<file path="src/sv/tpd_divider.sv">
// restoring unsigned divider, one quotient bit per cycle
`default_nettype none
module tpd_divider (
  input  wire logic        clk_i,
  input  wire logic        rst_ni,
  input  wire logic        start_i,
  input  wire logic [63:0] num_i,
  input  wire logic [32:0] den_i,
  output logic             done_o,
  output logic [63:0]      quo_o
);
  logic [63:0] quo_q, quo_d;
  logic [33:0] rem_q, rem_d;
  logic [32:0] den_q, den_d;
  logic [6:0]  cnt_q, cnt_d;
  logic        busy_q, busy_d, done_q, done_d;
  logic [33:0] sh;

  always_comb begin
    quo_d = quo_q; rem_d = rem_q; den_d = den_q; cnt_d = cnt_q;
    busy_d = busy_q; done_d = 1'b0;
    sh = {rem_q[32:0], quo_q[63]};
    if (start_i) begin
      quo_d = num_i; rem_d = '0; den_d = den_i; cnt_d = 7'd64; busy_d = 1'b1;
    end else if (busy_q) begin
      quo_d = {quo_q[62:0], 1'b0};
      if (sh >= {1'b0, den_q}) begin
        rem_d = sh - {1'b0, den_q};
        quo_d[0] = 1'b1;
      end else begin
        rem_d = sh;
      end
      cnt_d = cnt_q - 7'd1;
      if (cnt_q == 7'd1) begin
        busy_d = 1'b0; done_d = 1'b1;
      end
    end
  end

  always_ff @(posedge clk_i or negedge rst_ni) begin
    if (!rst_ni) begin
      busy_q <= 1'b0; done_q <= 1'b0; cnt_q <= '0;
    end else begin
      busy_q <= busy_d; done_q <= done_d; cnt_q <= cnt_d;
    end
  end

  always_ff @(posedge clk_i) begin
    quo_q <= quo_d; rem_q <= rem_d; den_q <= den_d;
  end

  assign done_o = done_q;
  assign quo_o = quo_q;
endmodule
`default_nettype wire

</file>
<file path="config.mk">
export PLATFORM = sky130hd
export DESIGN_NAME = tpd_divider
export DESIGN_NICKNAME = d
export VERILOG_FILES = /design/src/sv/tpd_divider.sv
export SDC_FILE = /design/constraint.sdc
export NUM_CORES = 1
export LEC_CHECK = 0
export BUFFER_PORTS_ARGS = -buffer_cell sky130_fd_sc_hd__buf_2
export CAP_MARGIN = 10
export CORE_UTILIZATION = 49
export CTS_CLUSTER_DIAMETER = 40
export CTS_CLUSTER_SIZE = 25
export DETAILED_ROUTE_END_ITERATION = 12
export PLACE_DENSITY_LB_ADDON = 0.3
export SETUP_SLACK_MARGIN = 0.15
export SYNTH_ARGS = -nofsm -noshare
export SYNTH_HDL_FRONTEND = slang
export SYNTH_SLANG_ARGS = --single-unit
</file>
<file path="constraint.sdc">
create_clock -name clk_i -period 3.4 [get_ports clk_i]
set_input_delay 0.17 -clock clk_i [delete_from_list [all_inputs] [get_ports clk_i]]
set_output_delay 0.17 -clock clk_i [all_outputs]
set_load 0.05 [all_outputs]
</file>
== Word level (Yosys, flattened, before mapping) ==
Index checks and enable logic that the tools add are counted.

* Input port bits: 100
* Register bits after elaboration: 139
* Logic and storage cells: 23

* Eq/ne operators: 1
* Order comparisons: 1
* Multiplexer cells: 12
* $add $sub $neg: 2
* Reduce and logical (&&, ||, !) cells: 1

{| class="wikitable"
|+ Operators by type and width
! operator !! number
|-
| two-way mux 64 bit || 2
|-
| greater-or-equal comparator 34 x 33 -> 1 bit || 1
|-
| two-way mux 33 bit || 1
|-
| subtractor 33 bit || 1
|-
| two-way mux 7 bit || 2
|-
| equality test 7 x 1 -> 1 bit (second input constant) || 1
|-
| two-way mux 1 bit || 7
|-
| subtractor 7 x 1 -> 7 bit (second input constant) || 1
|-
| nonzero test 2 bit || 1
|}

== Longest topological paths before layout ==
Gate-level depths: netlist (run 1).

* Word-level depth: 4
* Gate-level depth with buffers: 15
* Gate-level depth less buffers: 13

== Least setup slack after synthesis (run 1) ==
Ideal clock, no wire load.

* Path type: reg-to-reg
* Start point: register quo_q[63] (netlist: quo_o[63])
* End point: register rem_q[15]
* Slack: -495 ps
* Path buffers: 1
* Arrival: 3768 ps
* Cell stages (with the launch flop): 15
* Data required time: 3272 ps
* Setup time: 128 ps
* Cell sequence: edfxtp_1 inv_1 ha_1 inv_1 fa_1 a21o_1 a221oi_4 o21ai_2 a221o_1 a221o_1 a2111oi_4 buf_4 mux2_2 mux2i_1 nor2_1

* Word-level cells in the longest chain between the ends: 2

{| class="wikitable"
|+ RTL lines
! item !! RTL line !! source
|-
| start: declaration || 12 || <nowiki>logic [63:0] quo_q, quo_d;</nowiki>
|-
| start signal: assignment || 49 || <nowiki>quo_q <= quo_d; rem_q <= rem_d; den_q <= den_d;</nowiki>
|-
| subtractor 33 bit or greater-or-equal comparator 34 x 33 -> 1 bit (tied branches) || 28, 27 ||
|-
| two-way mux 33 bit (*) || 27 || <nowiki>if (sh >= {1'b0, den_q}) begin</nowiki>
|-
| end signal: assignment || 49 ||
|-
| end: declaration || 13 || <nowiki>logic [33:0] rem_q, rem_d;</nowiki>
|}

Mark *: on every way between the ends. The rest lies on a longest branch, timed or not.
A chain may end at the register's enable or synchronous reset.

== Final worst setup path (run 1) ==
Same ends and word-level chain as after synthesis.

==> results of run 1 <==
## cell families (layout without fill, tap and decap cells)
logic type | Yosys count | in the layout | synth area share
compound gates | 150 | 150 | 0.1376
xor+xnor | 35 | 35 | 0.04166
fa+ha+maj | 36 | 36 | 0.06223
buf+inv | 70 | 298 | 0.03860
flops | 139 | 139 | 0.5162
mux | 77 | 77 | 0.1158
simple gates | 146 | 146 | 0.08791
## final cells by class
| type | count | share of cell area |
|---|---|---|
| clock buffers | 19 | 0.04541 |
| clock inverters | 13 | 0.01640 |
| well taps | 184 | 0.02415 |
| repair buffers | 226 | 0.1534 |
| flip-flops and latches | 139 | 0.3986 |
| inverters | 40 | 0.01575 |
| multi-input cells | 444 | 0.3463 |
## critical path, delay by kind of cell, from the launching register on
family	cells	cell delay, ns
fa+ha+maj	2	0.50
buf+inv	3	0.31
flops	1	0.38
compound gates	6	1.64
mux	2	0.47
simple gates	1	0.05
## state kept, by name (all words and copies together) (netlist names)
name    cells
quo_o      64
den_q      33
cnt_q       7
busy_q      1
rem_q      33
done_o      1
## worst min path at each step
stage	to	depth (start not counted)
floorplan	busy_q	0
global route	quo_o[44]	2
finish	quo_o[1]	2
CTS	quo_o[57]	2
global placement	cnt_q[4]	1
detailed placement	done_o	1
## where the power goes
group	switching (mW)	total (mW)	internal (mW)
sequential	0.239	2.40	2.17
combinational	1.76	3.14	1.38
clock	0.764	1.86	1.10
## cells in the final DEF (no fill, tap or decap), types with 4 or more instances in the layout
cell type      synthesis  final
inv_6                  0      5
clkbuf_16              0     17
nand2b_1               4      4
dfxtp_1               33     33
a21o_1                10     10
nor4_1                 5      5
o21a_1                 8      8
buf_2                  2    163
dfrtp_1                9      8
o211a_1                4      4
nor3_1                 6      6
inv_1                 40     40
nand4_1                4      4
nor2_1                70     70
buf_4                  3     20
nand2_1               36     35
nor2b_1                6      6
a31oi_1                5      5
dlygate4sd3_1          0     34
nand3_1                4      4
mux2i_1               12     11
o21ai_0               14     13
a211oi_1              31     29
xnor2_1               19     19
xor2_1                16     16
mux2_2                65     65
ha_1                  35     35
a21oi_1               56     55
edfxtp_1              97     97
## metal layers
metal	global-route usage	vias up	wire, um
li1	-	2828	-
met1	0.2764	2711	7356
met2	0.3682	200	7974
met3	0.07603	26	1174
met4	0.08150	2	295
met5	0	-	10
## what timing repair did
| action | 4_1_cts | 5_1_grt |
|---|---|---|
| gates resized for setup | 9 | 5 |
| setup endpoints to repair | 34 | 34 |
| endpoints found under the hold margin | 42 | 0 |
| pin swaps | 4 | 4 |
| cloned | 2 | 0 |
| hold buffers | 34 | 0 |
| setup buffers | 5 | 2 |
==> metrics.txt, run 1 <==
grt total ovfl=0; starting density of the core=0.5044; Placed Cells=990; final non-filler cell total=1065; Yosys Warn Count=0; Worst Path Required=approximately 3.7 ns; Final setup viols=25; EDFF count, synth=between 90 and 100; fillers=approximately 1100; first-pass GRT wire length=between 20 and 30 mm; Clock H-tree levels=4; GRT Total Usage=0.2254; die footprint=~0.016 mm^2; slew margin rel.=0.6064; FFs w/ async S/R, synth=0.06475; critical path launch point type=flop; ANT nets after route=0; DRC viols=0; DIE HEIGHT=~120 um; via count=about 5800; Layout area overhead=29.57%; minimum clock period=between 3 and 4 ns; top cell type by total area after synthesis=edfxtp_1; Area after DPL=0.008464 mm^2; # rows=44; PortBufs=about 160; setup TNS=-0.6823 ns; Yosys cell types=51; clock-pin slew on the worst setup and hold paths=approximately 0.060 ns; post-layout util=0.6535; Hold Path Class=input pin to flop; syn_nets=between 700 and 800; clock root cell=clkbuf_16; synthesized area=approximately 0.0074 mm^2; Vias/cell=roughly 5.4; DRT iter0 DRCs=roughly 350; Clk Latency, worst-skew pair=~0.42 ns; Worst Setup Path Type=flop to flop; CP max stage cell=edfxtp_1; Leakage=~4.3 nW; r2r endpoint=rem_q[15]; Placement Setup Slack=-0.1082 ns; CTS sink cnt=between 100 and 150; share of cells above drive strength 1=0.3405; largest net degree at the start of global routing=65; count leader, synth=edfxtp_1; RSZ-0062 raised after global routing=yes; initial antenna violation count=2; Synth Area per Inst=around 11 um^2; Hold Fails Final Rpt=0; Worst Path Max Fanout=6; Critical Path End=rem_q[15]; chip width=124.5 um; peak supply drop=around 0.48 mV; n_diodes=0; Seq cells post-synth=139; gpl congestion=0.8854; Reg2Reg Depth=14; number of buffers created by CTS=17; Crit. Startpoint=quo_o[63]; setup ws final=-0.08693 ns; CTS tree=done; hold path startpoint=num_i[1]; hold slack final=approximately 0.046 ns; worst r2r src=quo_o[63]; Max Fclk=about 0.29 GHz; Fin Clk Skew=around 0.011 ns; fin. max-slew vios=0; total wire length=approximately 17 mm; top cells by count, synth=97 x edfxtp_1, 70 x nor2_1, 65 x mux2_2; worst-margin pin slew=a little under 0.6 ns; Reg2Reg Setup Slack=-0.09 ns; Final Cell Area=0.009534 mm^2; PwrDens=between 700 and 800 mW/mm^2; FF/Latch Area=between 0.003 and 0.004 mm^2; core box area=roughly 0.015 mm^2; Longest Clk Path Bufs=2; sequential fraction of the synthesis area=0.5162; Worst setup EP type=flop; Total Power=7.404 mW; vias in the first global route=about 6000; multi-input logic area=around 0.0033 mm^2; DRT Pass-1 Iters=4; max incr delay on CP=0.38 ns; failing checks=negative setup slack; number of nets in the layout=1004; crit-path cells=inv_1, ha_1, inv_1, fa_2, a21o_1, a221oi_4, o21ai_2, a221o_1, a221o_1, a2111oi_4, buf_6, mux2_2, mux2i_1, nor2_1; outcome=complete, but fails checks; Synth Flop Type=edfxtp_1; post-synth top area share=0.3959; cells after synthesis=between 600 and 700; critical path arrival=between 3 and 4 ns; Ports=roughly 170; Max Cap Viol=0; post-DP HPWL=about 12 mm; routed len/inst=15.78 um; top post-synthesis cells by area=edfxtp_1 40%, mux2_2 9.9%, dfxtp_1 9.0%; fin crit share=1.026
No activity file was read; power rests on OpenSTA's default activity.
==> inputs of run 2 (changes only) <==
--- a/config.mk
+++ b/config.mk
@@ -11,7 +11,7 @@
 export CTS_CLUSTER_DIAMETER = 40
 export CTS_CLUSTER_SIZE = 25
 export DETAILED_ROUTE_END_ITERATION = 12
-export PLACE_DENSITY_LB_ADDON = 0.3
+export PLACE_DENSITY = 0.73
 export SETUP_SLACK_MARGIN = 0.15
 export SYNTH_ARGS = -nofsm -noshare
 export SYNTH_HDL_FRONTEND = slang
==> metrics.txt, run 2 (same netlist as run 1, synthesis figures left out) <==
ANT nets after route=0 (unchanged); number of nets in the layout=1004 (unchanged); Longest Clk Path Bufs=2 (unchanged); worst-margin pin slew=0.8059 ns (+0.2155 ns); Worst setup EP type=flop; peak supply drop=0.4522 mV (-6.1%); Reg2Reg Setup Slack=-0.12 ns (-0.04 ns); Layout area overhead=30.22%; starting density of the core=0.5044 (unchanged); hold endpoint=quo_o[48]; n_diodes=0 (unchanged); CTS tree=done; Crit. Startpoint=quo_o[63]; critical path arrival=3.80 ns (about the same); r2r endpoint=rem_q[12]; grt total ovfl=0 (unchanged); # rows=44 (unchanged); hold slack final=0.04243 ns (-0.003660 ns); total wire length=17.17 mm (+2.1%); Worst Path Max Fanout=8 (+2); number of buffers created by CTS=17 (unchanged); hold path startpoint=num_i[48]; gpl congestion=0.8938 (+0.95%); PortBufs=164 (unchanged); Leakage=4.277 nW (+0.42%); slew margin rel.=0.4627 (-0.1437); first-pass GRT wire length=27.86 mm (-0.42%); die footprint=0.01551 mm^2 (unchanged); DIE HEIGHT=124.5 um (unchanged); clock root cell=clkbuf_16; Final setup viols=27 (+8.0%); Hold Path Class=input pin to flop; CTS sink cnt=139 (unchanged); Worst Setup Path Type=flop to flop; share of cells above drive strength 1=0.3564 (+0.01589); fin crit share=1.036 (+0.01033); Total Power=7.535 mW (+1.8%); vias in the first global route=5932 (+1.3%); clock-pin slew on the worst setup and hold paths=0.07 ns (about the same); GRT Total Usage=0.2245 (-0.0009588); outcome=complete, but fails checks; Largest register FFs=64 (unchanged); Hold Crit Depth=2 (unchanged); core box area=0.01459 mm^2 (unchanged); failing checks=negative setup slack; via count=5762 (-0.087%); Final Cell Area=0.009582 mm^2 (+0.50%); Reg2Reg Depth=15 (+1); largest net degree at the start of global routing=67 (+3.1%); Hold Fails Final Rpt=0 (unchanged); commonest cells after routing, fill and taps aside=163 x buf_2, 97 x edfxtp_1, 64 x mux2_2; routed len/inst=16.12 um (+2.1%); PwrDens=786.4 mW/mm^2 (+1.3%); DRC viols=0 (unchanged); RSZ-0062 raised after global routing=yes; post-DP HPWL=11.81 mm (+1.5%); Max Fclk=0.2839 GHz (-1.0%); Fin Clk Skew=0.01421 ns (+0.003052 ns); minimum clock period=3.522 ns (+0.03511 ns); Max Cap Viol=0 (unchanged); setup ws final=-0.1220 ns (-0.03511 ns); Worst Path Required=3.68 ns (-0.02 ns); DRT Pass-1 Iters=4 (unchanged); most common cell after layout, fill and taps aside=buf_2; Ports=165 (unchanged); critical path launch point type=flop; worst r2r src=quo_o[63]; Area after DPL=0.008442 mm^2 (-0.27%); chip width=124.5 um (unchanged); Clock H-tree levels=4 (unchanged); post-layout util=0.6568 (+0.003259); DRT iter0 DRCs=318 (-8.1%); fin. max-slew vios=0 (unchanged); initial antenna violation count=0 (-2); Clk Latency, worst-skew pair=0.43 ns (about the same); Vias/cell=5.410 (about the same)
## run 2: cell count changes in the layout (fill, tap and decap cells not counted), moves of 2 or more
| cell | delta |
|---|---|
| nor2_1 | -7 |
| nor2_2 | +5 |
| nor2_4 | +2 |
| a21oi_1 | -4 |
| clkbuf_1 | -2 |
| a21oi_2 | +4 |
| buf_6 | +2 |
| buf_12 | -2 |
| inv_8 | +2 |
| clkinv_4 | -2 |
## run 2: cell type report
| cell class | instances | area, um^2 |
|---|---|---|
| Fill cell | 1155 | 5007 |
| Multi-Input combinational cell | 444 | 3348 |
| Timing Repair Buffer | 226 | 1430 |
| Tap cell | 184 | 230.2 |
| Clock inverter | 15 | 197.7 |
| Inverter | 40 | 150.1 |
| Sequential cell | 139 | 3800 |
| Clock buffer | 17 | 425.4 |
## run 2: layer usage
metal | GRT usage | wire length (um)
met4 | 0.08930 | 301
met3 | 0.07388 | 1118
met5 | 0 | 0
met2 | 0.3812 | 8446
met1 | 0.2605 | 7299
## run 2: through the flow
step / worst slack, ns / TNS (ns) / instances
2_1_floorplan: -0.3357 / -7.806 / 653
3_3_place_gp: -0.03885 / -0.1997 / 992
3_5_place_dp: -0.1452 / -2.088 / 992
4_1_cts: -0.07948 / -1.148 / 1060
5_1_grt: -0.3026 / -7.589 / 1065
6_report: -0.1220 / -1.620 / 1065
## run 2: repair_timing
action                                  4_1_cts  5_1_grt
hold buffers                                 34        0
endpoints found under the setup margin       32       34
pin swaps                                    11       10
gates cloned                                  0        1
setup buffers                                 2        4
endpoints found under the hold margin        42        0
resized for setup                             8       20
## run 2: how the worst max path moves through the flow
stage	cells past startpoint	end
CTS	14	rem_q[15]
floorplan	14	rem_q[15]
detailed placement	15	rem_q[5]
global placement	14	rem_q[1]
global route	14	rem_q[29]
finish	15	rem_q[12]
## run 2: where the power goes
group	internal (mW)	switching (mW)	total (mW)
registers	2.17	0.228	2.39
clock network	1.18	0.787	1.97
logic	1.37	1.80	3.17
## run 2: worst max-delay path, stage by stage (launching register included)
cell and delay (ns):
edfxtp_1 0.39, inv_1 0.07, ha_2 0.18, inv_2 0.04, fa_2 0.33, a21o_1 0.21
a221oi_4 0.28, o21ai_2 0.09, a221o_1 0.36, a221o_1 0.36, a2111oi_4 0.34, buf_6 0.21
buf_12 0.12, buf_8 0.12, mux2i_1 0.19, a211oi_1 0.09
